$ cat config.mk
export PLATFORM = sky130hd
export DESIGN_NAME = swm_out
export DESIGN_NICKNAME = d
export VERILOG_FILES = /design/src/rtl/swm_pkg.sv /design/src/rtl/swm_out.sv
export SDC_FILE = /design/constraint.sdc
export NUM_CORES = 1
export LEC_CHECK = 0
export ABC_AREA = 1
export BUFFER_PORTS_ARGS = -buffer_cell sky130_fd_sc_hd__buf_2
export CORE_AREA = 8 8 403 405
export DETAILED_ROUTE_END_ITERATION = 7
export DIE_AREA = 0 0 411 413
export PLACE_DENSITY = 0.3
export SLEW_MARGIN = 20
export SYNTH_ARGS = -nofsm -noshare
export SYNTH_HDL_FRONTEND = slang
export SYNTH_SLANG_ARGS = --single-unit
$ cat constraint.sdc
create_clock -name aclk -period 7.22 [get_ports aclk]
set_input_delay 1.444 -clock aclk [delete_from_list [all_inputs] [get_ports aclk]]
set_output_delay 1.444 -clock aclk [all_outputs]
set_load 0.05 [all_outputs]
$ cat src/rtl/swm_pkg.sv
`timescale 1ns / 1ps
// ----------------------------------------------------------------------------
// swm_pkg
// Shared types and constants for the sliding window median filter.
// ----------------------------------------------------------------------------
package swm_pkg;

    // Width and reset value of the window length register
    localparam int              WLEN_BITS = 7;
    localparam logic [6:0]      WLEN_RST  = 7'd3;

    // Per-cycle control broadcast to every cell of the sorted row
    typedef struct packed {
        logic load;   // an item is accepted this cycle
        logic full;   // window is full, so the oldest entry leaves
    } step_t;

endpackage

$ cat src/rtl/swm_out.sv
`timescale 1ns / 1ps
// ----------------------------------------------------------------------------
// swm_out
// Output stage: picks the two middle cells, adds them and holds the result
// item until it is taken.
// ----------------------------------------------------------------------------
module swm_out #(
    parameter int SAMPLE_BITS = 16,
    parameter int MAX_WINDOW  = 64
) (
    input  logic                          aclk,
    input  logic                          aresetn,
    input  logic                          load,
    output logic                          free_o,
    input  logic [((MAX_WINDOW > 1) ? $clog2(MAX_WINDOW) : 1)-1:0] lo_idx,
    input  logic [((MAX_WINDOW > 1) ? $clog2(MAX_WINDOW) : 1)-1:0] hi_idx,
    input  logic signed [SAMPLE_BITS-1:0] cell_val [MAX_WINDOW],
    input  logic                          m_ready,
    output logic                          m_valid,
    output logic signed [SAMPLE_BITS:0]   m_median_x2
);
    import swm_pkg::*;

    localparam int AGE_W = (MAX_WINDOW > 1) ? $clog2(MAX_WINDOW) : 1;

    logic                          valid_reg;
    logic signed [SAMPLE_BITS:0]   median_reg, median_next;
    logic signed [SAMPLE_BITS-1:0] lo_val, hi_val;

    assign free_o = !valid_reg || m_ready;

    // middle taps
    always_comb begin
        lo_val = '0;
        hi_val = '0;
        for (int i = 0; i < MAX_WINDOW; i++) begin
            if (AGE_W'(i) == lo_idx) lo_val = cell_val[i];
            if (AGE_W'(i) == hi_idx) hi_val = cell_val[i];
        end
    end

    assign median_next = {lo_val[SAMPLE_BITS-1], lo_val} + {hi_val[SAMPLE_BITS-1], hi_val};

    // result register
    always_ff @(posedge aclk) begin
        if (!aresetn) begin
            valid_reg <= 1'b0;
        end else if (load) begin
            valid_reg <= 1'b1;
        end else if (m_ready) begin
            valid_reg <= 1'b0;
        end
    end

    always_ff @(posedge aclk) begin
        if (load) begin
            median_reg <= median_next;
        end
    end

    assign m_valid     = valid_reg;
    assign m_median_x2 = median_reg;

endmodule

==> run_results.csv <==
group,metric,value,unit
route,firstDrtPassIters,6,
cts,tritoncts.num_buffers,3,
min_path,hp-class,"reg -> reg",
sta,worst_pin_slew,1.13,ns
placement,place_area,30300,µm²
route,vias_per_cell,4.46,
sta,period_share,117,%
yosys,synth-edff-count,17,
yosys,synth_top_family_by_area,"simple AND/OR/NAND/NOR gates",
grt,antenna_found_initial,302,
die,die_area,170000,µm²
die,core,156000,µm²
setup_path,cpMostUsedCell,"nand4_1",
cts,cts_tree,"done",
yosys,ys_top_cells_by_count,"nand2_1 (1,801), nor2_1 (601), inv_1 (573)",
yosys,synth_cell_types,38,
power_and_ir_drop,vdd_drop_max,0.000119,V
yosys,yosysMostFrequentCell,"nand2_1",
grt,track_usage,26.4,%
sta,slew_viol_final,0,
cells_and_area,nets,6789,
cells_and_area,design_area,31900,µm²
sta,fin_crit,8.46,ns
route,wire_per_inst,30.3,µm
cells_and_area,fin_util,20.5,%
setup_path,critPathArrivalTime,8.45,ns
placement,gp_congestion,0.998,
yosys,synth_cells,4213,
route,drcViolationCount,0,
placement,post-place-ws,-2.21,ns
setup_path,worst_path_max_delay_cell,"ha_1",
sta,fin_ws,-1.24,ns
cells_and_area,syn2layout_area_growth,68.4,%
setup_path,cp_max_fo,4,
yosys,synth_compound_area_share,7.81,%
die,die_x,411,µm
yosys,synth_simple_gate_area_share,71.5,%
setup_path,cp_num_buf_inv,7,
setup_path,crit_path_end_kind,"flip-flop",
yosys,yosysSeqAreaShare,2.80,%
yosys,avgSynthCellArea,4.50,µm²
setup_path,path_delay_family,"simple AND/OR/NAND/NOR gates",
yosys,yosys_warnings,0,
run,maxCapViolations,0,
sta,finClkSkew,0,ns
die,die_h,413,µm
cts,path_clk_slew,0.06,ns
sta,setup_violations,14,
power_and_ir_drop,power.density,83.3,nW/µm²
yosys,synth_mux_area_share,0,%
route,initialDrtViolationCount,2995,
cts,ctsHtreeMaxLevel,1,
yosys,synth_fp_nets,5270,
grt,grt_max_degree,23,
cts,cts_sinks,18,
route,totalWireLength,239000,µm
cts,hold_buffers,0,
placement,place.port_buffers,1058,
sta,slew_headroom,24.6,%
min_path,hp-start,"m_valid",
grt,gr-total-overflow,0,
setup_path,worstReg2RegStart,"m_valid",
sta,final-hold-violation-count,0,
setup_path,slowest_delay,0.31,ns
setup_path,required,7.22,ns
cells_and_area,final_cells,7877,
grt,grt_pass1_vias,34500,
yosys,synth_fa_ha_area_share,1.16,%
yosys,synthArstFlopShare,0,%
route,ant_nets,0,
placement,dp_cells,7744,
run_status,violations,"negative setup slack",
cells_and_area,drive_gt1_share,35.4,%
die,start_util,12.2,%
run_status,outcome,"complete, but fails checks",
grt,grt_pass1_wl,308000,µm
die,row_count,145,
yosys,netlist_area,18900,µm²
cts,clock_tree.buffer_depth,2,
power_and_ir_drop,leakage,15.8,nW
yosys,synthTopCellsByArea,"nand2_1 (36%), nand4_1 (13%), nor2_1 (12%)",
yosys,synthFlopType,"edfxtp_1",
yosys,synth_seq_cells,18,
cells_and_area,fillCellCount,18800,
cts,cts_root_buffer,"clkbuf_16",
setup_path,crit_type,"in -> reg",
yosys,synth_xor_area_share,0.555,%
sta,fmax,118,MHz
setup_path,startpoint,"hi_idx[5]",
placement,place_hpwl,216000,µm
die,ios,1059,
yosys,synth_top_area_share,35.7,%
cts,clk_latency,0.25,ns
route,num_vias,35100,
setup_path,cp-start-kind,"input port",
sta,rsz0062_at_grt,"true",
yosys,synth_top_area_cell,"nand2_1",
==> layer usage <==
layer,global-route usage [%],up-vias,part of all wire [%]
met5,0,-,0.28
met2,50.4,1705,52
met4,7.51,106,3.7
met1,28.6,16300,36
met3,6.79,578,8.0
li1,-,16400,-
==> final cells by class <==
type | instances | area (µm²) | share of cell area (%)
antenna | 88 | 220 | 0.690
clock buffer | 4 | 88.8 | 0.278
inverter | 588 | 2240 | 7.02
multi-input combinational | 3467 | 16100 | 50.5
sequential | 18 | 531 | 1.66
tap | 2058 | 2570 | 8.07
timing repair buffer | 1654 | 10100 | 31.8
==> layout by cell type (no fill, tap or decap), types with 29 or more instances in the layout <==
cell type	Yosys	routed
nand2_2	6	59
or2_2	141	140
a21oi_1	201	186
nand4_1	395	395
buf_2	11	1047
inv_1	573	564
nand3_1	138	117
nor2_2	25	61
o21ai_0	81	72
nor2_4	9	29
diode_2	0	88
nor2_1	601	545
nand2_1	1801	1742
buf_4	8	558
==> metrics by stage <==
step | power [mW] | TNS, ns | hold WS (ns)
after detailed placement | 2.36 | -24.59 | 0.494
after global routing | 2.82 | -16.38 | 0.547
final | 2.66 | -10.56 | 0.499
after floorplan | 1.02 | 0 | 1.10
after global placement | 2.37 | -25.13 | 0.479
after CTS | 2.64 | -12.83 | 0.501
==> where the power goes <==
group / total, mW / internal (mW) / leakage (nW) / switching (mW)
Combinational: 2.33 / 0.857 / 15.6 / 1.47
Clock: 0.123 / 0.0843 / 0.0447 / 0.0391
Sequential: 0.203 / 0.186 / 0.175 / 0.0169
==> path summary, 6_finish.rpt <==
| kind | end | slack [ns] | depth (start not counted) |
|---|---|---|---|
| worst min-delay path | m_valid | 0.50 | 2 |
| worst max-delay path | m_median_x2[15] | -1.24 | 60 |
| worst max register to register | m_valid | 6.62 | 2 |
| worst min register to register | m_valid | 0.50 | 2 |
==> sequential cells by signal (all words and copies together) (netlist names) <==
name         flops
m_median_x2     17
m_valid          1
==> logic make-up after synthesis <==
group / after synthesis
fa+ha+maj: 17
flops: 18
simple gates: 3146
xor+xnor: 12
buf+inv: 728
compound gates: 292
==> timing repair <==
action | 4_1_cts | 5_1_grt
pin swaps | 88 | 117
resized for setup | 155 | 125
setup buffers | 42 | 13
setup endpoints to repair | 16 | 16
==> worst register-to-register path, cell delays in order, from the launching register on <==
cell      delay [ns]
dfxtp_1         0.32
nand2_1         0.06
a21boi_0        0.14
No activity file was read; power rests on OpenSTA's default activity.
