--- config.mk ---
export PLATFORM = sky130hd
export DESIGN_NAME = swm_cell
export DESIGN_NICKNAME = d
export VERILOG_FILES = /design/src/rtl/swm_pkg.sv /design/src/rtl/swm_cell.sv
export SDC_FILE = /design/constraint.sdc
export NUM_CORES = 1
export LEC_CHECK = 0
export BUFFER_PORTS_ARGS = -buffer_cell sky130_fd_sc_hd__clkbuf_2
export CORE_MARGIN = 1.5
export CORE_UTILIZATION = 40
export CTS_CLUSTER_DIAMETER = 200
export DETAILED_ROUTE_END_ITERATION = 16
export PLACE_DENSITY = 0.78
export SLEW_MARGIN = 20
export SYNTH_ARGS = -nofsm -noshare
export SYNTH_HDL_FRONTEND = slang
export SYNTH_SLANG_ARGS = --single-unit
--- constraint.sdc ---
create_clock -name aclk -period 2.6 [get_ports aclk]
set_input_delay 0.26 -clock aclk [delete_from_list [all_inputs] [get_ports aclk]]
set_output_delay 0.26 -clock aclk [all_outputs]
set_load 0.005 [all_outputs]
--- src/rtl/swm_pkg.sv ---
`timescale 1ns / 1ps
// ----------------------------------------------------------------------------
// swm_pkg
// Shared types and constants for the sliding window median filter.
// ----------------------------------------------------------------------------
package swm_pkg;

    // Width and reset value of the window length register
    localparam int              WLEN_BITS = 7;
    localparam logic [6:0]      WLEN_RST  = 7'd3;

    // Per-cycle control broadcast to every cell of the sorted row
    typedef struct packed {
        logic load;   // an item is accepted this cycle
        logic full;   // window is full, so the oldest entry leaves
    } step_t;

endpackage

--- src/rtl/swm_cell.sv ---
`timescale 1ns / 1ps
// ----------------------------------------------------------------------------
// swm_cell
// One slot of the sorted window: holds a sample and its age, and on each
// item takes its new content from itself, a neighbor or the new sample.
// ----------------------------------------------------------------------------
module swm_cell #(
    parameter int SAMPLE_BITS = 16,
    parameter int AGE_W       = 6
) (
    input  logic                          aclk,
    input  swm_pkg::step_t                step,
    input  logic signed [SAMPLE_BITS-1:0] sample,
    input  logic                          valid_in,
    input  logic [AGE_W-1:0]              last_age,
    input  logic                          shift_in,
    // own status
    output logic                          le_o,
    output logic                          rm_o,
    output logic signed [SAMPLE_BITS-1:0] value_o,
    output logic [AGE_W-1:0]              age_o,
    // from the next cell (one position higher)
    input  logic                          nxt_le,
    input  logic signed [SAMPLE_BITS-1:0] nxt_value,
    input  logic [AGE_W-1:0]              nxt_age,
    // compacted entry handed on to the next cell
    output logic                          le_u_o,
    output logic signed [SAMPLE_BITS-1:0] u_value_o,
    output logic [AGE_W-1:0]              u_age_o,
    // compacted entry of the previous cell
    input  logic                          prv_le_u,
    input  logic signed [SAMPLE_BITS-1:0] prv_u_value,
    input  logic [AGE_W-1:0]              prv_u_age
);
    import swm_pkg::*;

    logic signed [SAMPLE_BITS-1:0] value_reg, value_next;
    logic [AGE_W-1:0]              age_reg, age_next;

    // local compares
    assign le_o    = valid_in && !(value_reg > sample);
    assign rm_o    = step.full && valid_in && (age_reg == last_age);
    assign value_o = value_reg;
    assign age_o   = age_reg;

    // list with the oldest entry taken out: cells at or above it pull down
    assign u_value_o = shift_in ? nxt_value : value_reg;
    assign u_age_o   = shift_in ? nxt_age   : age_reg;
    assign le_u_o    = shift_in ? nxt_le    : le_o;

    // insertion of the new sample into the compacted list
    always_comb begin
        if (le_u_o) begin
            value_next = u_value_o;
            age_next   = AGE_W'(u_age_o + 1'b1);
        end else if (prv_le_u) begin
            value_next = sample;
            age_next   = '0;
        end else begin
            value_next = prv_u_value;
            age_next   = AGE_W'(prv_u_age + 1'b1);
        end
    end

    always_ff @(posedge aclk) begin
        if (step.load) begin
            value_reg <= value_next;
            age_reg   <= age_next;
        end
    end

endmodule

==> run summary, run 1 <==
For the pin with the worst max-slew slack, the measured transition is just over 0.6 ns. TritonCTS built the clock tree. The area growth from synthesis to layout is 52.7%. The port buffer count came out at about 120.

The finished cells cover 3160 sq um. The number of placement rows is 25. During synthesis, Yosys emitted a total of 0 warnings. The fraction of layout cells with a size suffix above 1 is between 60% and 70%.

The number of sinks handled by clock tree synthesis came out at 22. The signal on the critical path passes through ha_4 > nand4_4 > or4_4 > o21bai_4 > and4_4 > o41ai_4 > buf_6 > buf_4 > buf_8 > mux2_4. For this design the static power due to leakage is ~0.0016 uW. The checks that failed: setup timing. Across the VDD grid, the largest voltage drop is roughly 0.21 mV. The routed length per instance came out at roughly 14 um. At the end of the flow the core is filled with cells to ~65%.

The final estimated routing congestion in global placement is 0.738. In this run the worst path has a maximum fanout of 5. The number of endpoints with negative hold slack in the final report came out at 0. The sequential cell fraction of total power is between 30% and 40%. The via count of the first global-routing pass came out at slightly below 2k. Data on the critical path arrives at its endpoint at around 3 ns. The relative contribution of combinational cells to total power came out at a little under half. The setup violation total in the final timing report came out at 23.

The number of buffers and inverters on the critical path came out at 3. The type of the setup path with the least slack is flip-flop to flip-flop. The register clock-pin slew on the reported worst setup and hold paths is approximately 0.080 ns. The number of search-and-repair iterations in the first detailed-routing pass came out at 4. In this run the cell area of the synthesized design comes to 2070 sq um.

The remaining design rule violation count is 0. The number of design-rule violations left by the first detailed-router iteration is 70. 0 antenna diodes ended up in the layout. The tool flagged a number of max-cap violations equal to 0.

The launching element type of the critical path is a flip-flop. On the critical path the largest part of the delay comes from simple AND/OR/NAND/NOR gates. The power per standard cell area came out at around 400 nW/um^2. The residual overflow from global routing is 0. The critical path required time is 2.62 ns. The net switching power figure is 378 uW.

The CTS buffer count came out at 3. The largest net degree at the start of global routing is 25. The root buffer cell chosen for the clock tree is clkbuf_8. The unique cell type count in the Yosys netlist is 31. The gate count of the mapped netlist is around 200.

The number of antenna violations at the first check in global routing came out at 0. The remaining antenna violation count is 0. The number of filler instances in the final layout is a little under 400. The first-pass GRT wire length is a little over 8000 um. The final critical path time including I/O delays and setup is roughly 2.9 ns. The initial cell density of the core is 42.6%. Summing over every cut layer, the via total after detailed routing is around 2.0k. The die area came out at about 5600 sq um. Global routing used 19.4% of the available tracks across all layers.

The post-route clock skew came out at ~0.0026 ns. The height of the die came out at 74.9 um. Pin placement for this block handled between 100 and 150 I/O pins. After detailed placement, the total cell area comes to ~2900 sq um. The internal portion of the total power is just under 900 uW. The clock network is responsible for between 15 and 20% of the overall power.

For this run, the top clock speed supported by timing is ~0.34 GHz. The register area share after synthesis came out at between 30% and 40%. The die is between 70 and 80 um wide. The clock network latency to the later pin of the worst-skew pair came out at about 0.27 ns. For this block, the routed nets add up to between 5000 and 6000 um of wire. The net switching share of the total power is between 30% and 40%. The standard cell core area is 4850 sq um. The tightest min-delay check is of the input pin to flip-flop type.

After legalization and detailed placement, the total HPWL measured between 4000 and 5000 um. The worst setup path is captured at a flip-flop. The via density per instance is between 4 and 5.

The register bit count reported by yosys came out at 22. The slowest stage of the critical path is the or4_4 cell. The mean cell area of the mapped netlist is between 10 and 15 sq um. The synthesized netlist net count is 292. The buffer levels on the longest clock path is 2.

The least setup slack across all paths after layout is -0.347 ns. For this run, the slowest stage of the critical path takes about 0.55 ns. The net total in the final layout came out at ~440. Setup repair after global routing could not meet its margin everywhere. The post-route fraction of the period consumed by the critical path came out at 113%. The headroom to the max-slew limit is approximately three fifths. The final count of pins violating max slew came out at 0. The deepest level of the CTS H-tree came out at 1. The run finished, with violations left.
[worst reg2reg max path, cell delays in order (launching register included)]
cell      delay [ns]
edfxtp_1        0.44
ha_4            0.31
nand4_4         0.10
or4_4           0.55
o21bai_4        0.20
and4_4          0.18
o41ai_4         0.21
buf_6           0.17
buf_4           0.12
buf_8           0.12
mux2_4          0.31
[layout by cell type (no fill, tap or decap), drive strengths merged]
cell type	n
or2	1
mux2i	1
nor2b	2
nor4	1
inv	17
a21o	1
o41ai	1
o21bai	1
a2bb2oi	1
a311oi	1
and4	1
clkbuf	122
edfxtp	22
mux2	43
ha	18
or4	1
and3	1
nand3	6
xor2	6
o21ai	2
xnor2	8
a21oi	21
nand4	3
nor3	1
nand2	7
nor2	23
a31oi	1
buf	30
o221ai	1
[state kept, by name, summed over array words and instances (netlist names)]
signal and cells:
value_o 16, age_o 6
[layer usage]
metal | wire length, um | vias up | track usage [%]
met4 | 89 | 0 | 6.46
met1 | 2340 | 934 | 22.5
li1 | - | 1007 | -
met3 | 345 | 9 | 2.28
met2 | 2840 | 90 | 36.6
met5 | 0 | - | 0
[cells by family (layout without fill, tap and decap cells)]
logic type,after synthesis,count (layout),synth area share (%)
buf+inv,26,169,7.14
mux,44,44,23.9
compound gates,30,30,9.20
flops,22,22,32.0
fa+ha+maj,18,18,10.9
simple gates,47,47,11.0
xor+xnor,14,14,5.93
[power by group through the flow]
| stage | combinational (uW) | sequential, uW | clock, uW |
|---|---|---|---|
| floorplan | 279 | 476 | 0 |
| global placement | 490 | 471 | 0 |
| detailed placement | 503 | 474 | 0 |
| CTS | 523 | 465 | 223 |
| global route | 636 | 470 | 233 |
| finish | 575 | 465 | 218 |
[cells in the mapped netlist]
master	instances	area (sq um)
o41ai_4	1	27.5
nor2b_1	2	12.5
or2_2	1	6.26
or4_4	1	11.3
mux2i_1	1	10.0
nor4_1	1	6.26
and3_1	1	6.26
edfxtp_1	22	661
mux2_2	43	484
o21bai_1	1	7.51
clkbuf_1	2	7.51
nor3_1	1	5.00
xnor2_1	8	70.1
o221ai_1	1	8.76
nand4_2	1	12.5
ha_1	18	225
nor2_1	23	86.3
buf_6	5	56.3
xor2_1	6	52.6
a2bb2oi_1	1	8.76
a31oi_1	1	6.26
nand3_1	6	30.0
nand2_1	7	26.3
inv_1	17	63.8
and4_4	1	11.3
dlygate4sd3_1	2	20.0
a21oi_1	21	105
o21ai_0	2	10.0
a21o_1	1	7.51
nand4_1	2	12.5
a311oi_1	1	8.76
[what timing repair did]
item                       in CTS  in global routing
setup endpoints to repair      24                 24
setup buffers                   2                  2
gates resized for setup         8                 20
hold buffers                    0                  0
cloned                          0                  2
[final cells by class]
type | instances | area, sq um | share of cell area (%)
repair buffers | 149 | 890 | 28.2
flip-flops and latches | 22 | 661 | 20.9
inverters | 17 | 63.8 | 2.02
clock buffers | 3 | 41.3 | 1.31
well taps | 67 | 83.8 | 2.66
multi-input cells | 153 | 1420 | 44.9
[through the flow]
step,cells,TNS (ns),setup WS [ns],total power [uW],hold WS (ns)
CTS,407,-5.79,-0.329,1210,0.412
global route,411,-9.13,-0.462,1340,0.433
detailed placement,402,-5.41,-0.272,977,0.694
floorplan,201,-5.05,-0.268,756,0.372
finish,411,-6.28,-0.347,1260,0.412
global placement,402,-4.32,-0.214,961,0.695
[worst paths after layout]
| check | depth (start not counted) | endpoint | startpoint | slack (ns) |
|---|---|---|---|---|
| setup / recovery | 10 | value_o[6] | value_o[12] | -0.35 |
| hold / removal | 3 | age_o[0] | prv_u_age[0] | 0.41 |
| setup reg to reg | 10 | value_o[6] | value_o[12] | -0.35 |
| hold reg to reg | 2 | value_o[1] | value_o[1] | 0.83 |
No activity file was read; power rests on OpenSTA's default activity.
==> run 2, diff against run 1 <==
Settings changed: BUFFER_PORTS_ARGS -buffer_cell sky130_fd_sc_hd__clkbuf_2 to -buffer_cell sky130_fd_sc_hd__buf_2.
==> run 2 against run 1 <==
Against the previous run:
- the flow still finishes with violations (setup timing)
- wire length fell by 2.6%
- final cell count did not move
- via count is 1.5% lower
- sequential share of layout area is 0.13 points higher
- die area unchanged
- clock skew increased by 0.0028 ns
- register-to-register slack better by 0.04 ns
- worst hold slack gained 0.019 ns
- first-iteration DRC count fell by 26%
- power down 0.11%
- sequential cell count stayed put
- critical endpoint is now age_o[3]
==> run summary, run 2 (synthesis gave the netlist of run 1 again) <==
The run finished, with violations left. The final reports fail on setup timing. The endpoint identified for the worst register-to-register timing path is age_o[3].

For this run, the number of standard cells in the final layout without fillers is about 410. Across the routed clock network, the largest skew measured is about 0.0054 ns. The clock reaches the later pin of the worst-skew pair after between 0.2 and 0.3 ns.

The worst reg2reg path depth is 10. The final critical path time including I/O delays and setup is 2.91 ns. The post-route core utilization is between 60% and 70%.

The filler cells instantiated in the layout total a little over 400. The worst setup path is captured at a flip-flop. The top-level port count is 120. After detailed routing, the number of remaining DRC violations is 0. The number of endpoints with negative hold slack in the final report came out at 0. The critical hold path startpoint is nxt_value[10].

The power after layout came out at 1260 uW. The final antenna diode count is 0. The pin slew with the least headroom to its limit came out at 0.616 ns. In the final layout, the share of cells above drive strength 1 is 59.9%.

The count of vias placed by the detailed router came out at about 2k. The post-placement cell count is 400. In the final layout, the multi-input gates occupy between 1000 and 1500 sq um. The critical path starts at value_o[14]. After floorplanning, the core was sized to cover just under 5000 sq um.

The first-pass GRT wire length came out at a little under 8000 um. The routed length per instance is ~13 um. The headroom to the max-slew limit came out at between 50% and 60%. The via count of the first global-routing pass came out at roughly 1.8k.

The library cell used most frequently in the layout, excluding fill and tap cells, is buf_2. Global routing used 18.3% of the available tracks. The number of search-and-repair iterations in the first detailed-routing pass is 4. The net total in the final layout is 436. Setup repair after global routing could not meet its margin everywhere. The final estimated routing congestion in global placement came out at approximately 0.73.

The largest net degree at the start of global routing came out at 38. The least setup slack across all paths after layout came out at -0.308 ns. The buffer levels on the longest clock path came out at 2.

The power per standard cell area came out at around 400 nW/um^2. The worst setup path is of the flip-flop to flip-flop kind. The number of violations of the max-capacitance limit came out at 0. The remaining antenna violation count is 0. For this design the static power due to leakage is ~0.0015 uW. For this run the aggregate overflow at the end of global routing stands at 0. The cts-stage hold buffer count is 0.

The critical path required time came out at around 2.6 ns. The end point of the critical path is age_o[3]. The initial cell density of the core came out at 42.6%. The clock net in this run drives a total of 22 sinks. The worst ir drop on vdd came out at about 0.20 mV.

The tree is rooted in a clkbuf_8. The reg-to-reg setup timing slack came out at -0.31 ns. Static timing analysis puts the maximum clock frequency at 0.344 GHz. The worst setup path is launched from a flip-flop. The library cells used most frequently in the layout, excluding fill and tap cells, are buf_2, mux2_2, buf_4. The die is roughly 75 um tall. The floorplan has 25 rows.

The flip-flop count of the largest register, all copies and words added came out at 16. The area growth from synthesis to layout is 51.8%. The die area came out at 5610 sq um. Along the worst path, the maximum fanout reaches 5.

The worst hold path belongs to the class input pin to flip-flop. The final count of pins violating max slew is 0. The register area came out at approximately 660 sq um. The width of the die came out at about 75 um. Before CTS, the worst setup slack after placement is -0.272 ns. The number of antenna violations at the first check in global routing is 0. Data on the critical path arrives at its endpoint at between 2 and 3 ns.

Of the available clock period, the critical path in the final layout requires 112%. The final sum of negative setup slack is -6.19 ns. The setup violation total in the final timing report is 23. The port buffer count is 119. The via density per instance came out at 4.89.

The detailed placer's ending HPWL came out at approximately 4200 um. For this block, the initial DRC count from the detailed router was between 50 and 60. The CTS buffer count is 3. The deepest level of the CTS H-tree came out at 1. The TritonCTS clock tree is built.

Clock-pin slew was measured on the worst setup and hold paths at ~0.090 ns. In this run the critical register-to-register path is launched from value_o[14]. The routed wire length came out at ~5500 um.
## run 2: how the worst min path moves through the flow
stage / endpoint / slack [ns] / depth (start not counted)
after floorplan: age_o[0] / 0.37 / 0
after global placement: value_o[0] / 0.69 / 1
after detailed placement: value_o[11] / 0.71 / 3
after CTS: age_o[0] / 0.42 / 3
after global routing: value_o[0] / 0.43 / 3
final: value_o[10] / 0.43 / 3
## run 2: power breakdown
part / switching [uW] / internal (uW)
Sequential: 24.4 / 439
Clock: 122 / 106
Combinational: 233 / 332
Total: 379 / 877
## run 2: repair_timing
item	in CTS	in global routing
buffers inserted	1	5
gates cloned	0	2
pin swaps	0	0
gates resized for setup	8	16
setup endpoints to repair	24	24
## run 2: critical path, stage by stage, from the launching register on
cell	delay (ns)
edfxtp_1	0.44
ha_4	0.31
nand4_4	0.09
or4_4	0.55
o21bai_4	0.19
and4_4	0.18
o41ai_4	0.22
buf_6	0.18
buf_12	0.12
buf_4	0.10
mux2_4	0.28
## run 2: area by class of cell
class / instances / share of cell area [%]
well taps: 67 / 2.67
repair buffers: 148 / 27.9
flip-flops and latches: 22 / 21.1
clock buffers: 3 / 1.32
inverters: 17 / 2.03
clock inverters: 1 / 0.120
multi-input cells: 153 / 44.9
## run 2: metal layers
metal | share of wire (%) | vias up | track usage (%)
li1 | - | 1014 | -
met1 | 45 | 907 | 22.0
met2 | 49 | 85 | 34.1
met3 | 5.9 | 4 | 2.28
met4 | 0.69 | 0 | 4.65
met5 | 0 | - | 0
## run 2: per-stage QoR
| stage | hold WS [ns] | cell area, sq um |
|---|---|---|
| after global placement | 0.694 | 2910 |
| after floorplan | 0.372 | 2140 |
| after CTS | 0.423 | 3000 |
| after detailed placement | 0.711 | 2910 |
| final | 0.431 | 3140 |
| after global routing | 0.433 | 3140 |
==> run 3, diff against run 2 <==
Settings changed: CORE_UTILIZATION 40 to 42.
Clock period 2.6 ns to 3.8 ns, I/O delays scaled along.
==> run 3 against run 2 <==
Against the previous run:
- the run now ends clean
- wire length shrank 9.1%
- core utilization shrank 6.5 points
- combinational power shrank 49%
- clock-buffer cell count is the same
- clock skew shrank 0.0045 ns
- register-to-register slack gained 0.87 ns
- design area shrank 12%
- first-iteration DRC count shrank 33%
- critical path depth shrank 2
- sequential cell count is the same
- worst hold slack gained 0.11 ns
- critical endpoint is now value_o[2]
==> run summary, run 3 (synthesis gave the netlist of run 1 again) <==
The hold-critical path depth came out at 3. TritonCTS built the clock tree. Leaving out fill and tap cells, the most frequent cell in the layout is buf_2. The number of design-rule violations left by the first detailed-router iteration came out at 35. For this design, the sink count on the clock tree is 22. The worst reg2reg path depth came out at 8.

The number of setup buffers added after CTS is 0. The floorplan has 25 rows. Counting the fill cells in the layout gives around 430. The headroom to the max-slew limit is 58.7%.

The register clock-pin slew on the reported worst setup and hold paths is 0.08 ns. The area growth from synthesis to layout is 33.0%. The arrival time of data at the critical path endpoint came out at between 3 and 4 ns. The number of endpoints with negative hold slack in the final report came out at 0. The routed design could run at a clock period as short as between 3 and 4 ns.

The register with the most flip-flops in the layout has 16 of them. The CTS buffer count came out at 3. The global-route usage over all layers is 18.4%. The final sum of negative setup slack came out at 0 ns. The register area is around 660 sq um. Once detail routing completed, the nets flagged for antenna violations numbered 0. STA puts the critical path data required time at ~3.8 ns. The root buffer cell is clkbuf_8.

The final count of pins violating max slew came out at 0. Entering global routing, the biggest net connects 38 pins. The sort of element at the end of the critical path is a flip-flop.

The flow ran to the end, and the final reports show no timing, DRC or antenna violations. The via density per instance came out at 4.82. The type of the setup path with the least slack is flip-flop to flip-flop.

The residual overflow from global routing came out at 0. The clock network latency to the later pin of the worst-skew pair came out at approximately 0.26 ns. The top-level port count came out at 120. Detailed placement finished with a half-perimeter wire length of about 4000 um.

The worst-case hold slack is around 0.54 ns. In this run, post-CTS repair resized a total of 0 instances. The die area came out at approximately 5400 sq um. The reg-to-reg setup timing slack came out at about 0.56 ns. The final antenna diode count came out at 0. The area used by multi-input combinational logic is between 1000 and 1500 sq um.

Of the available clock period, the critical path in the final layout requires a little under nine tenths. Setup repair after global routing left no endpoint under its margin. The final estimated routing congestion in global placement came out at roughly 0.8. The number of antenna violations at the first check in global routing came out at 0. In this run the standard cell core region covers around 4700 sq um. The post-route clock skew came out at approximately 0.00090 ns. The count of vias placed by the detailed router is around 1.9k. For this design, the CTS-stage hold fixing added 0 buffers.

The port buffer count came out at roughly 120. The number of search-and-repair iterations in the first detailed-routing pass came out at 4. The worst ir drop on vdd is 0.134 mV.

The initial cell density of the core is 43.8%. The via count of the first global-routing pass came out at 1714. The deepest level of the CTS H-tree came out at 1. The min-delay analysis places its worst path in the category input pin to flip-flop. The first-pass GRT wire length came out at about 7600 um.

In the routed design, unresolved DRC markers number 0. Measured on the finished design, the core utilization comes to about 58%. The timing-limited maximum frequency came out at 0.309 GHz. The static leakage power came out at roughly 0.0013 uW. The buffer levels on the longest clock path is 2.

The height of the die is between 70 and 80 um. The number of violations of the max-capacitance limit is 0. The biggest fanout along the worst timing path is 9.

The pin slew with the least headroom to its limit is between 0.6 and 0.7 ns. After detailed routing, the average wire length per cell comes to about 13 um. The setup violation total in the final timing report is 0. The routed wire length came out at 4970 um. For this design the ratio of total power to cell area is about 300 nW/um^2. The width of the die is around 73 um. In the layout the commonest cells are buf_2, mux2_2, nor2_1. The launching element type of the critical path is a flip-flop. The net total in the final layout came out at between 400 and 500. The fraction of layout cells with a size suffix above 1 came out at 54.6%.
## run 3: cell count changes in the layout (fill, tap and decap cells not counted), moves of 2 or more
cell,change
mux2_4,-19
buf_4,-22
ha_1,+4
buf_6,-3
ha_4,-4
mux2_2,+19
clkbuf_16,-2
## run 3: cell type report
cell class,count,share of cell area [%]
multi-input cells,153,45.8
clock inverters,1,1.09
flip-flops and latches,22,24.0
inverters,17,2.32
clock buffers,3,1.50
well taps,67,3.05
repair buffers,121,22.2
## run 3: per-stage QoR
stage,cells,setup slack (ns),area [sq um],total power [uW]
5_1_grt,384,0.297,2750,884
3_3_place_gp,380,0.551,2680,611
3_5_place_dp,380,0.472,2680,619
2_1_floorplan,201,0.901,2070,502
6_report,384,0.560,2750,830
4_1_cts,384,0.529,2750,844
## run 3: final timing paths
path                startpoint    endpoint
setup / recovery   value_o[15]  value_o[2]
hold / removal    prv_u_age[0]    age_o[0]
setup reg to reg   value_o[15]  value_o[2]
hold reg to reg     value_o[8]  value_o[8]
## run 3: report_power, final
group / total, uW / switching, uW / internal, uW
combinational: 290 / 132 / 158
clock: 221 / 80.1 / 141
sequential: 319 / 18.6 / 301
total: 830 / 231 / 599
## run 3: worst max-delay path: stages, from the launching register on
cell and delay (ns):
edfxtp_1 0.43, ha_1 0.35, nand4_2 0.15, or4_4 0.57
o21bai_1 0.20, and4_4 0.19, o41ai_4 0.47, buf_4 0.29
mux2_2 0.35
## run 3: routing by layer
layer | vias to the layer above | global-route usage, % | part of all wire (%)
met5 | - | 0 | 0
met2 | 67 | 35.1 | 52
met3 | 2 | 2.35 | 5.7
met4 | 0 | 4.82 | 0.50
met1 | 828 | 21.3 | 41
li1 | 955 | - | -
